<file path="config.mk">
export PLATFORM = sky130hd
export DESIGN_NAME = config_text_tokenizer_top_flat
export DESIGN_NICKNAME = d
export VERILOG_FILES = /design/src/design/ctt_pkg.sv /design/src/design/ctt_byte_if.sv /design/src/design/ctt_token_if.sv /design/src/design/ctt_front.sv /design/src/design/ctt_queue.sv /design/src/design/ctt_back.sv /design/src/design/config_text_tokenizer_top.sv /design/src/flat_wrapper.sv
export VERILOG_INCLUDE_DIRS = /design/src /design/src/design
export SDC_FILE = /design/constraint.sdc
export NUM_CORES = 1
export LEC_CHECK = 0
export CAP_MARGIN = 20
export CORE_AREA = 2 2 185 187
export CTS_CLUSTER_DIAMETER = 150
export DETAILED_ROUTE_END_ITERATION = 6
export DIE_AREA = 0 0 187 189
export DONT_BUFFER_PORTS = 1
export GPL_TIMING_DRIVEN = 0
export PLACE_DENSITY = 0.64
export SLEW_MARGIN = 20
export SYNTH_ARGS = -nofsm -noshare
export SYNTH_HDL_FRONTEND = slang
export SYNTH_SLANG_ARGS = --single-unit
</file>
<file path="constraint.sdc">
create_clock -name i_clk -period 9.1 [get_ports i_clk]
set_clock_uncertainty 0.05 [all_clocks]
set_input_delay 1.365 -clock i_clk [delete_from_list [all_inputs] [get_ports i_clk]]
set_output_delay 1.365 -clock i_clk [all_outputs]
set_load 0.02 [all_outputs]
</file>
<file path="src/design/config_text_tokenizer_top_defines.svh">
// -----------------------------------------------------------------------------
// config_text_tokenizer_top_defines: assertion macros
// Shared helpers for the concurrent checks in the tokenizer modules.
// -----------------------------------------------------------------------------
`ifndef CONFIG_TEXT_TOKENIZER_TOP_DEFINES_SVH
`define CONFIG_TEXT_TOKENIZER_TOP_DEFINES_SVH

// The consequent must hold in the same cycle as the antecedent.
`define CTT_ASSERT_SAME(lbl, clk, rst_n, ante, cons) \
    lbl: assert property (@(posedge clk) disable iff (!(rst_n)) (ante) |-> (cons)) \
        else $error("ctt: same-cycle check failed");

// The consequent must hold in the cycle after the antecedent.
`define CTT_ASSERT_NEXT(lbl, clk, rst_n, ante, cons) \
    lbl: assert property (@(posedge clk) disable iff (!(rst_n)) (ante) |=> (cons)) \
        else $error("ctt: next-cycle check failed");

`endif

</file>
<file path="src/design/ctt_pkg.sv">
// -----------------------------------------------------------------------------
// ctt_pkg: tokenizer package
// Character constants, scan modes, token kinds and byte classification.
// -----------------------------------------------------------------------------
package ctt_pkg;

    // Default width of offsets and lengths.
    localparam int CTT_OFFSET_BITS = 20;

    // Depth of the queue between scanner and output stage (power of two).
    localparam int CTT_QUEUE_DEPTH = 4;

    // Token kind codes.
    localparam int KIND_BITS = 3;
    localparam logic [KIND_BITS-1:0] KIND_IDENT   = 3'd0;
    localparam logic [KIND_BITS-1:0] KIND_COMMENT = 3'd1;
    localparam logic [KIND_BITS-1:0] KIND_PUNCT   = 3'd2;
    localparam logic [KIND_BITS-1:0] KIND_NUMBER  = 3'd3;
    localparam logic [KIND_BITS-1:0] KIND_END     = 3'd4;
    localparam logic [KIND_BITS-1:0] KIND_ERROR   = 3'd5;

    // Scan mode codes.
    localparam int MODE_BITS = 2;
    localparam logic [MODE_BITS-1:0] MODE_IDLE    = 2'd0;
    localparam logic [MODE_BITS-1:0] MODE_IDENT   = 2'd1;
    localparam logic [MODE_BITS-1:0] MODE_COMMENT = 2'd2;
    localparam logic [MODE_BITS-1:0] MODE_NUMBER  = 2'd3;

    // Characters with a special meaning.
    localparam logic [7:0] CH_NUL        = 8'h00;
    localparam logic [7:0] CH_NEWLINE    = 8'h0A;
    localparam logic [7:0] CH_UNDERSCORE = 8'h5F;
    localparam logic [7:0] CH_DOT        = 8'h2E;
    localparam logic [7:0] CH_HASH       = 8'h23;
    localparam logic [7:0] CH_MINUS      = 8'h2D;
    localparam logic [7:0] CH_SPACE      = 8'h20;
    localparam logic [7:0] CH_TAB        = 8'h09;
    localparam logic [7:0] CH_CR         = 8'h0D;
    localparam logic [7:0] CH_LBRACE     = 8'h7B;
    localparam logic [7:0] CH_RBRACE     = 8'h7D;
    localparam logic [7:0] CH_COLON      = 8'h3A;
    localparam logic [7:0] CH_SLASH      = 8'h2F;

    function automatic logic is_letter(input logic [7:0] c);
        return (c >= 8'h41 && c <= 8'h5A) || (c >= 8'h61 && c <= 8'h7A);
    endfunction

    function automatic logic is_digit(input logic [7:0] c);
        return c >= 8'h30 && c <= 8'h39;
    endfunction

    function automatic logic is_space(input logic [7:0] c);
        return c == CH_SPACE || (c >= CH_TAB && c <= CH_CR);
    endfunction

    function automatic logic is_punct(input logic [7:0] c);
        return c == CH_LBRACE || c == CH_RBRACE || c == CH_COLON ||
               c == CH_DOT || c == CH_SLASH;
    endfunction

    // True when the byte extends a token that is open in the given mode.
    function automatic logic continues(input logic [MODE_BITS-1:0] mode,
                                       input logic [7:0] c);
        logic result;
        case (mode)
            MODE_IDENT:   result = is_letter(c) || is_digit(c) || c == CH_UNDERSCORE;
            MODE_COMMENT: result = c != CH_NEWLINE && c != CH_NUL;
            MODE_NUMBER:  result = is_digit(c) || c == CH_DOT;
            default:      result = 1'b0;
        endcase
        return result;
    endfunction

    function automatic logic [KIND_BITS-1:0] kind_of_mode(input logic [MODE_BITS-1:0] mode);
        logic [KIND_BITS-1:0] kind;
        case (mode)
            MODE_IDENT:   kind = KIND_IDENT;
            MODE_COMMENT: kind = KIND_COMMENT;
            default:      kind = KIND_NUMBER;
        endcase
        return kind;
    endfunction

endpackage

</file>
<file path="src/design/ctt_byte_if.sv">
// -----------------------------------------------------------------------------
// ctt_byte_if: text byte channel
// Valid/ready channel that carries one text byte per request.
// -----------------------------------------------------------------------------
interface ctt_byte_if;
    logic       valid;
    logic       ready;
    logic [7:0] text_byte;

    modport source (output valid, output text_byte, input ready);
    modport sink   (input valid, input text_byte, output ready);
endinterface

</file>
<file path="src/design/ctt_token_if.sv">
// -----------------------------------------------------------------------------
// ctt_token_if: token channel
// Valid/ready channel that carries one token per request.
// -----------------------------------------------------------------------------
interface ctt_token_if #(
    parameter int OFFSET_BITS = ctt_pkg::CTT_OFFSET_BITS
);
    logic                         valid;
    logic                         ready;
    logic [ctt_pkg::KIND_BITS-1:0] token_kind;
    logic [OFFSET_BITS-1:0]       token_start;
    logic [OFFSET_BITS-1:0]       token_length;
    logic                         last_of_run;

    modport source (output valid, output token_kind, output token_start,
                    output token_length, output last_of_run, input ready);
    modport sink   (input valid, input token_kind, input token_start,
                    input token_length, input last_of_run, output ready);
endinterface

</file>
<file path="src/design/ctt_front.sv">
// -----------------------------------------------------------------------------
// ctt_front: byte scanner
// Accepts text bytes, tracks the open token and offset, and pushes the one or
// two tokens that a byte produces into the queue as a single entry.
// -----------------------------------------------------------------------------
`include "config_text_tokenizer_top_defines.svh"

module ctt_front #(
    parameter int OFFSET_BITS = ctt_pkg::CTT_OFFSET_BITS,
    parameter int PAIR_BITS   = 1 + 2 * (ctt_pkg::KIND_BITS + 2 * OFFSET_BITS)
) (
    input  logic                 i_clk,
    input  logic                 i_rst_n,
    ctt_byte_if.sink             i_text,
    input  logic                 i_queue_full,
    output logic                 o_push,
    output logic [PAIR_BITS-1:0] o_push_data
);
    import ctt_pkg::*;

    typedef struct packed {
        logic [KIND_BITS-1:0]   kind;
        logic [OFFSET_BITS-1:0] start;
        logic [OFFSET_BITS-1:0] length;
    } t_token;

    typedef struct packed {
        logic   two;
        t_token first;
        t_token second;
    } t_pair;

    localparam logic [OFFSET_BITS-1:0] OFF_MAX = '1;

    logic [MODE_BITS-1:0]   r_mode,   n_mode;
    logic [OFFSET_BITS-1:0] r_offset, n_offset;
    logic [OFFSET_BITS-1:0] r_start,  n_start;

    logic                   accept;
    logic [7:0]             c;
    logic [OFFSET_BITS-1:0] off_inc;
    logic                   have_close;
    t_token                 close_tok;
    logic                   have_new;
    t_token                 new_tok;
    t_pair                  pair;

    assign i_text.ready = !i_queue_full;
    assign accept       = i_text.valid && !i_queue_full;
    assign c            = i_text.text_byte;
    assign off_inc      = (r_offset == OFF_MAX) ? r_offset : r_offset + 1'b1;

    // Scanner next state and the tokens produced by this byte.
    always_comb begin
        n_mode     = r_mode;
        n_offset   = r_offset;
        n_start    = r_start;
        have_close = 1'b0;
        close_tok  = '0;
        have_new   = 1'b0;
        new_tok    = '0;
        if (accept) begin
            if (r_mode != MODE_IDLE && continues(r_mode, c)) begin
                n_offset = off_inc;
            end else begin
                // A byte that ends the open token closes it first.
                if (r_mode != MODE_IDLE) begin
                    have_close       = 1'b1;
                    close_tok.kind   = kind_of_mode(r_mode);
                    close_tok.start  = r_start;
                    close_tok.length = r_offset - r_start;
                    n_mode           = MODE_IDLE;
                end
                // Then the byte is handled as in idle mode.
                if (c == CH_NUL) begin
                    have_new       = 1'b1;
                    new_tok.kind   = KIND_END;
                    new_tok.start  = r_offset;
                    new_tok.length = '0;
                    n_offset       = '0;
                end else begin
                    if (is_space(c)) begin
                        have_new = 1'b0;
                    end else if (is_letter(c)) begin
                        n_mode  = MODE_IDENT;
                        n_start = r_offset;
                    end else if (c == CH_HASH) begin
                        n_mode  = MODE_COMMENT;
                        n_start = r_offset;
                    end else if (c == CH_MINUS || is_digit(c)) begin
                        n_mode  = MODE_NUMBER;
                        n_start = r_offset;
                    end else begin
                        have_new       = 1'b1;
                        new_tok.kind   = is_punct(c) ? KIND_PUNCT : KIND_ERROR;
                        new_tok.start  = r_offset;
                        new_tok.length = OFFSET_BITS'(1);
                    end
                    n_offset = off_inc;
                end
            end
        end
    end

    // Pack the produced tokens into one queue entry.
    always_comb begin
        pair = '0;
        if (have_close) begin
            pair.first  = close_tok;
            pair.second = new_tok;
            pair.two    = have_new;
        end else begin
            pair.first  = new_tok;
        end
    end

    assign o_push      = have_close || have_new;
    assign o_push_data = pair;

    // Scanner state registers.
    always_ff @(posedge i_clk) begin
        if (!i_rst_n) begin
            r_mode   <= MODE_IDLE;
            r_offset <= '0;
            r_start  <= '0;
        end else begin
            r_mode   <= n_mode;
            r_offset <= n_offset;
            r_start  <= n_start;
        end
    end

    `CTT_ASSERT_NEXT(a_end_rewinds, i_clk, i_rst_n, accept && c == CH_NUL, r_offset == '0 && r_mode == MODE_IDLE)
    `CTT_ASSERT_NEXT(a_offset_sticks, i_clk, i_rst_n, accept && c != CH_NUL && r_offset == OFF_MAX, r_offset == OFF_MAX)
    `CTT_ASSERT_SAME(a_start_behind, i_clk, i_rst_n, r_mode != MODE_IDLE, r_start <= r_offset)

endmodule

</file>
<file path="src/design/ctt_queue.sv">
// -----------------------------------------------------------------------------
// ctt_queue: token pair queue
// Short register FIFO between the scanner and the output stage.
// -----------------------------------------------------------------------------
`include "config_text_tokenizer_top_defines.svh"

module ctt_queue #(
    parameter int WIDTH = 8,
    parameter int DEPTH = ctt_pkg::CTT_QUEUE_DEPTH
) (
    input  logic             i_clk,
    input  logic             i_rst_n,
    input  logic             i_push,
    input  logic [WIDTH-1:0] i_push_data,
    output logic             o_full,
    input  logic             i_pop,
    output logic [WIDTH-1:0] o_pop_data,
    output logic             o_empty
);
    localparam int PTR_BITS = (DEPTH > 1) ? $clog2(DEPTH) : 1;
    localparam int CNT_BITS = $clog2(DEPTH + 1);
    localparam logic [CNT_BITS-1:0] DEPTH_CNT = CNT_BITS'(DEPTH);
    localparam logic [PTR_BITS-1:0] LAST_PTR  = PTR_BITS'(DEPTH - 1);

    logic [WIDTH-1:0]    r_slot [DEPTH];
    logic [PTR_BITS-1:0] r_wr_ptr, r_rd_ptr;
    logic [CNT_BITS-1:0] r_count;
    logic                do_push, do_pop;

    assign o_full     = r_count == DEPTH_CNT;
    assign o_empty    = r_count == '0;
    assign do_push    = i_push && !o_full;
    assign do_pop     = i_pop && !o_empty;
    assign o_pop_data = r_slot[r_rd_ptr];

    // Entry storage.
    always_ff @(posedge i_clk) begin
        if (do_push) begin
            r_slot[r_wr_ptr] <= i_push_data;
        end
    end

    // Pointers and fill count.
    always_ff @(posedge i_clk) begin
        if (!i_rst_n) begin
            r_wr_ptr <= '0;
            r_rd_ptr <= '0;
            r_count  <= '0;
        end else begin
            if (do_push) begin
                r_wr_ptr <= (r_wr_ptr == LAST_PTR) ? '0 : r_wr_ptr + 1'b1;
            end
            if (do_pop) begin
                r_rd_ptr <= (r_rd_ptr == LAST_PTR) ? '0 : r_rd_ptr + 1'b1;
            end
            if (do_push && !do_pop) begin
                r_count <= r_count + 1'b1;
            end else if (do_pop && !do_push) begin
                r_count <= r_count - 1'b1;
            end
        end
    end

    `CTT_ASSERT_SAME(a_count_bound, i_clk, i_rst_n, 1'b1, r_count <= DEPTH_CNT)

endmodule

</file>
<file path="src/design/ctt_back.sv">
// -----------------------------------------------------------------------------
// ctt_back: token output stage
// Takes queue entries and sends their tokens one per request through an
// output register, marking the final token of each byte.
// -----------------------------------------------------------------------------
`include "config_text_tokenizer_top_defines.svh"

module ctt_back #(
    parameter int OFFSET_BITS = ctt_pkg::CTT_OFFSET_BITS,
    parameter int PAIR_BITS   = 1 + 2 * (ctt_pkg::KIND_BITS + 2 * OFFSET_BITS)
) (
    input  logic                 i_clk,
    input  logic                 i_rst_n,
    input  logic                 i_queue_empty,
    input  logic [PAIR_BITS-1:0] i_pop_data,
    output logic                 o_pop,
    ctt_token_if.source          o_token
);
    import ctt_pkg::*;

    typedef struct packed {
        logic [KIND_BITS-1:0]   kind;
        logic [OFFSET_BITS-1:0] start;
        logic [OFFSET_BITS-1:0] length;
    } t_token;

    typedef struct packed {
        logic   two;
        t_token first;
        t_token second;
    } t_pair;

    t_pair  head;
    logic   load;

    logic   r_valid, n_valid;
    logic   r_pend,  n_pend;
    t_token r_out,   n_out;
    logic   r_last,  n_last;
    t_token r_held,  n_held;

    assign head = i_pop_data;
    assign load = !r_valid || o_token.ready;

    // Choose what enters the output register.
    always_comb begin
        n_valid = r_valid;
        n_pend  = r_pend;
        n_out   = r_out;
        n_last  = r_last;
        n_held  = r_held;
        o_pop   = 1'b0;
        if (load) begin
            if (r_pend) begin
                n_out   = r_held;
                n_last  = 1'b1;
                n_pend  = 1'b0;
                n_valid = 1'b1;
            end else if (!i_queue_empty) begin
                n_out   = head.first;
                n_last  = !head.two;
                n_held  = head.second;
                n_pend  = head.two;
                n_valid = 1'b1;
                o_pop   = 1'b1;
            end else begin
                n_valid = 1'b0;
            end
        end
    end

    // Control registers.
    always_ff @(posedge i_clk) begin
        if (!i_rst_n) begin
            r_valid <= 1'b0;
            r_pend  <= 1'b0;
        end else begin
            r_valid <= n_valid;
            r_pend  <= n_pend;
        end
    end

    // Payload registers.
    always_ff @(posedge i_clk) begin
        r_out  <= n_out;
        r_last <= n_last;
        r_held <= n_held;
    end

    assign o_token.valid        = r_valid;
    assign o_token.token_kind   = r_out.kind;
    assign o_token.token_start  = r_out.start;
    assign o_token.token_length = r_out.length;
    assign o_token.last_of_run  = r_last;

    `CTT_ASSERT_SAME(a_held_behind_out, i_clk, i_rst_n, r_pend, r_valid && !r_last)

endmodule

</file>
<file path="src/design/config_text_tokenizer_top.sv">
// -----------------------------------------------------------------------------
// config_text_tokenizer_top: configuration text tokenizer
// Splits a byte stream into identifier, comment, punctuation, number, end and
// error tokens, each reported with start offset and length.
// -----------------------------------------------------------------------------
// The block takes one text byte per cycle as long as its four-entry token
// queue has room, and sends at most one token per cycle. A byte that closes a
// token and is also a token of its own yields two tokens, which leave one
// after the other; so the sustained rate is one byte per cycle until the
// output port, at one token per cycle, becomes the limit. A token is written
// into a queue entry and then into the output register before it appears at
// the output. Offsets saturate at 2**OFFSET_BITS - 1 and return to zero
// after a zero byte, which also emits an end token.

module config_text_tokenizer_top #(
    parameter int OFFSET_BITS = ctt_pkg::CTT_OFFSET_BITS
) (
    input  logic         i_clk,
    input  logic         i_rst_n,
    ctt_byte_if.sink     i_text,
    ctt_token_if.source  o_token
);
    import ctt_pkg::*;

    localparam int PAIR_BITS = 1 + 2 * (KIND_BITS + 2 * OFFSET_BITS);

    logic                 queue_full;
    logic                 queue_empty;
    logic                 push;
    logic                 pop;
    logic [PAIR_BITS-1:0] push_data;
    logic [PAIR_BITS-1:0] pop_data;

    // Scanner: accepts bytes and produces token entries.
    ctt_front #(
        .OFFSET_BITS (OFFSET_BITS),
        .PAIR_BITS   (PAIR_BITS)
    ) u_front (
        .i_clk        (i_clk),
        .i_rst_n      (i_rst_n),
        .i_text       (i_text),
        .i_queue_full (queue_full),
        .o_push       (push),
        .o_push_data  (push_data)
    );

    // Queue that decouples the scanner from the output port.
    ctt_queue #(
        .WIDTH (PAIR_BITS),
        .DEPTH (CTT_QUEUE_DEPTH)
    ) u_queue (
        .i_clk       (i_clk),
        .i_rst_n     (i_rst_n),
        .i_push      (push),
        .i_push_data (push_data),
        .o_full      (queue_full),
        .i_pop       (pop),
        .o_pop_data  (pop_data),
        .o_empty     (queue_empty)
    );

    // Output stage: one token per request.
    ctt_back #(
        .OFFSET_BITS (OFFSET_BITS),
        .PAIR_BITS   (PAIR_BITS)
    ) u_back (
        .i_clk         (i_clk),
        .i_rst_n       (i_rst_n),
        .i_queue_empty (queue_empty),
        .i_pop_data    (pop_data),
        .o_pop         (pop),
        .o_token       (o_token)
    );

endmodule

</file>
<file path="src/flat_wrapper.sv">
// flat-port wrapper written by rule: the top's interface ports become plain ports
module config_text_tokenizer_top_flat import ctt_pkg::*;
#(
    parameter int OFFSET_BITS = ctt_pkg::CTT_OFFSET_BITS
)
  (i_clk, i_rst_n, i_text_valid, i_text_text_byte, i_text_ready, o_token_valid, o_token_token_kind, o_token_token_start, o_token_token_length, o_token_last_of_run, o_token_ready);
  ctt_byte_if i_text_i ();
  ctt_token_if #(.OFFSET_BITS(OFFSET_BITS)) o_token_i ();
  input  logic i_clk;
  input  logic i_rst_n;
  input wire logic [$bits(i_text_i.valid)-1:0] i_text_valid;
  input wire logic [$bits(i_text_i.text_byte)-1:0] i_text_text_byte;
  output wire logic [$bits(i_text_i.ready)-1:0] i_text_ready;
  output wire logic [$bits(o_token_i.valid)-1:0] o_token_valid;
  output wire logic [$bits(o_token_i.token_kind)-1:0] o_token_token_kind;
  output wire logic [$bits(o_token_i.token_start)-1:0] o_token_token_start;
  output wire logic [$bits(o_token_i.token_length)-1:0] o_token_token_length;
  output wire logic [$bits(o_token_i.last_of_run)-1:0] o_token_last_of_run;
  input wire logic [$bits(o_token_i.ready)-1:0] o_token_ready;
  assign i_text_i.valid = i_text_valid;
  assign i_text_i.text_byte = i_text_text_byte;
  assign i_text_ready = i_text_i.ready;
  assign o_token_valid = o_token_i.valid;
  assign o_token_token_kind = o_token_i.token_kind;
  assign o_token_token_start = o_token_i.token_start;
  assign o_token_token_length = o_token_i.token_length;
  assign o_token_last_of_run = o_token_i.last_of_run;
  assign o_token_i.ready = o_token_ready;
  config_text_tokenizer_top #(.OFFSET_BITS(OFFSET_BITS)) u_core (.i_clk(i_clk), .i_rst_n(i_rst_n), .i_text(i_text_i), .o_token(o_token_i));
endmodule
</file>
==> flow_metrics.tcl <==
set metrics [dict create \
    status "finished clean" \
    setup_viol_count_final 0 \
    hpwlAfterDp_mm 22.1 \
    clk_pin_slew_worst_paths_ps 60 \
    overflow 0 \
    power_frac_seq 0.491 \
    fin_nets 1109 \
    ys_warn_count 0 \
    r2r_setup_slack_ps 5570 \
    grt_util_met3 0.0389 \
    cp_data_required_time_ps 9520 \
    synth-seq-cells 393 \
    detail-route-antenna-nets 0 \
    cts_max_level 2 \
    start_util 0.494 \
    syn_inst 1015 \
    viasPerCell 5.60 \
    hold_class "reg -> reg" \
    met1_usage 0.267 \
    ys.flop_type "edfxtp_1" \
    cts_num_sinks 393 \
    combinationalPowerShare 0.202 \
    die_h_um 189 \
    ys_seq_area_frac 0.685 \
    grt_pass1_vias 9002 \
    drive_above_1_share 0.176 \
    yosysUniqueCellTypes 66 \
    p_int_mw 3.78 \
    start_kind "primary input" \
    cts-hold-fix-buffers 0 \
    clockBufferDepth 3 \
    dieArea_um2 35300 \
    crit_fanout 10 \
    critPathArrivalTime_ps 4510 \
    power_density_nw_per_um2 283 \
    route.vias.total 8675 \
    period_share 0.449 \
    post_drt_wl_per_cell_um 21.8 \
    fmax_ghz 0.244 \
    drt-pass1-iter-count 5 \
    grt.busiest_layer "met2" \
    cts_resized 0 \
    drv_slew 0 \
    tightestPinTransition_ps 1010 \
    power.switching_mw 1.47 \
    hold_viol 0 \
    syn2layout_area_growth_pct 12.7 \
    p_leak_nw 6.24 \
    cts_made_buffers 41 \
    synth-async-reset-ratio 0 \
    yosysMostFrequentCell "edfxtp_1" \
    sw_frac_of_total 0.279 \
    grtUsageMet2 0.311 \
    synth_nets 1055 \
    cap_violations 0 \
    core_um2 33300 \
    drc 0 \
    total_power_mw 5.25 \
    critPathKind "in -> reg" \
    clock_latency_ps 550 \
    gp_congestion 0.874 \
    end_kind "register" \
    min_period_ps 4090 \
    syn_area_um2 16500 \
    ir_worst_vdd_v 0.000282 \
    numPortBuffers 0 \
    synth_edf_count 340 \
    relSlewSlack 0.324 \
    tns_ps 0 \
    crit_path_start "i_text_text_byte[1]" \
    synth_largest_area_cell "edfxtp_1" \
    antenna_found_initial 1 \
    drt-initial-drc-count 617 \
    post-cts-setup-buffers 0 \
    rows 67 \
    tritoncts "yes" \
    antenna_cells 0 \
    io_pins 58 \
    wl_mm 33.7 \
    root_buffer "clkbuf_16" \
    yosys-top-cells-area "edfxtp_1 (62%), mux4_2 (9.3%), dfxtp_1 (6.4%), ha_1 (2.0%), nor2b_1 (1.8%)" \
    rsz0062_at_grt "no" \
    synthTopCellsByCount "edfxtp_1 (340), mux4_2 (68), nor2_1 (57), dfxtp_1 (53), nor2b_1 (48)" \
    synth_top_area_frac 0.620 \
    grt_use_total 0.195 \
    power.share.clock 0.306 \
    die_x_um 187 \
    grt_start_max_net_pins 44 \
    hold_start "u_core.u_queue.r_wr_ptr[1]" \
    synth_area_per_cell_um2 16.2 \
    r2r_start "u_core.u_queue.r_count[0]" \
    grt_pass1_wl_mm 52.2 \
]
==> worst max-delay path, cell delays in order <==
cell and delay (ps):
clkbuf_1 260, buf_2 310, o21ai_0 120, nand2_1 160, a21oi_1 110, nor3_1 250
a31o_2 150, buf_2 230, nor2_1 120, inv_2 110, ha_1 210, inv_1 80
fa_1 420, xor2_1 150, or3_1 300, a21boi_0 160
==> power groups by stage <==
| stage | sequential [mW] | combinational [mW] | clock, mW |
|---|---|---|---|
| floorplan | 2.61 | 0.728 | 0 |
| global placement | 2.65 | 1.01 | 0 |
| detailed placement | 2.62 | 1.09 | 0 |
| CTS | 2.58 | 1.09 | 1.64 |
| global route | 2.60 | 1.16 | 1.71 |
| finish | 2.58 | 1.06 | 1.61 |
==> final timing paths <==
kind	end	depth (start not counted)
worst min-delay path	u_core.u_queue.r_wr_ptr[1]	2
worst max register to register	u_core.u_queue.r_count[2]	15
worst max-delay path	u_core.u_queue.r_count[2]	16
worst min register to register	u_core.u_queue.r_wr_ptr[1]	2
==> cell families after synthesis <==
logic type / Yosys count / synth area share
mux: 114 / 0.123
flops: 393 / 0.685
xor+xnor: 33 / 0.0176
fa+ha+maj: 28 / 0.0222
simple gates: 254 / 0.0835
compound gates: 114 / 0.0486
buf+inv: 79 / 0.0205
==> registers in the layout (all words and copies together), names as in the netlist, 2 cells and up, named ones only <==
name	cells
u_core.u_front.r_start	20
u_core.u_back.o_token.token_length	20
u_core.u_queue.r_count	3
u_core.u_front.r_offset	20
u_core.u_queue.r_rd_ptr	2
u_core.u_back.r_held	24
u_core.u_front.r_mode	2
u_core.u_queue.r_wr_ptr	2
u_core.u_back.o_token.token_start	20
u_core.u_back.o_token.token_kind	3
u_core.u_queue.r_slot	272
==> through the flow <==
stage	instance area, um^2	worst slack, ps	std cells	hold WS, ps	util
4_1_cts	18500	5070	1548	478	0.557
3_5_place_dp	17200	4510	1473	468	0.518
6_report	18600	5010	1549	474	0.557
3_3_place_gp	17000	2040	1463	467	0.511
5_1_grt	18600	4820	1549	505	0.557
2_1_floorplan	16500	4250	1015	435	-
==> layer usage <==
metal  up-vias  routed length, um
li1       4038                  -
met1      4389              15000
met2       184              15800
met3        62               1700
met4         2               1160
met5         -                 16
==> cell usage in the layout, fill, tap and decap left out, types with 24 or more instances in the layout <==
| cell | instances |
|---|---|
| clkbuf_1 | 38 |
| nand2_1 | 30 |
| dfxtp_1 | 53 |
| ha_1 | 26 |
| inv_1 | 27 |
| a21oi_1 | 27 |
| and2_1 | 26 |
| nor2_1 | 56 |
| mux4_2 | 68 |
| edfxtp_1 | 340 |
| nor2b_1 | 48 |
| mux2_2 | 24 |
| clkbuf_16 | 41 |
==> final cells by class <==
| cell class | instances | area [um^2] |
|---|---|---|
| multi-input combinational | 543 | 4880 |
| inverter | 28 | 105 |
| clock inverter | 21 | 209 |
| sequential | 393 | 11300 |
| buffer | 51 | 231 |
| fill | 2644 | 14700 |
| clock buffer | 54 | 1090 |
| timing repair buffer | 11 | 195 |
| tap | 448 | 561 |
No activity file was read; power rests on OpenSTA's default activity.
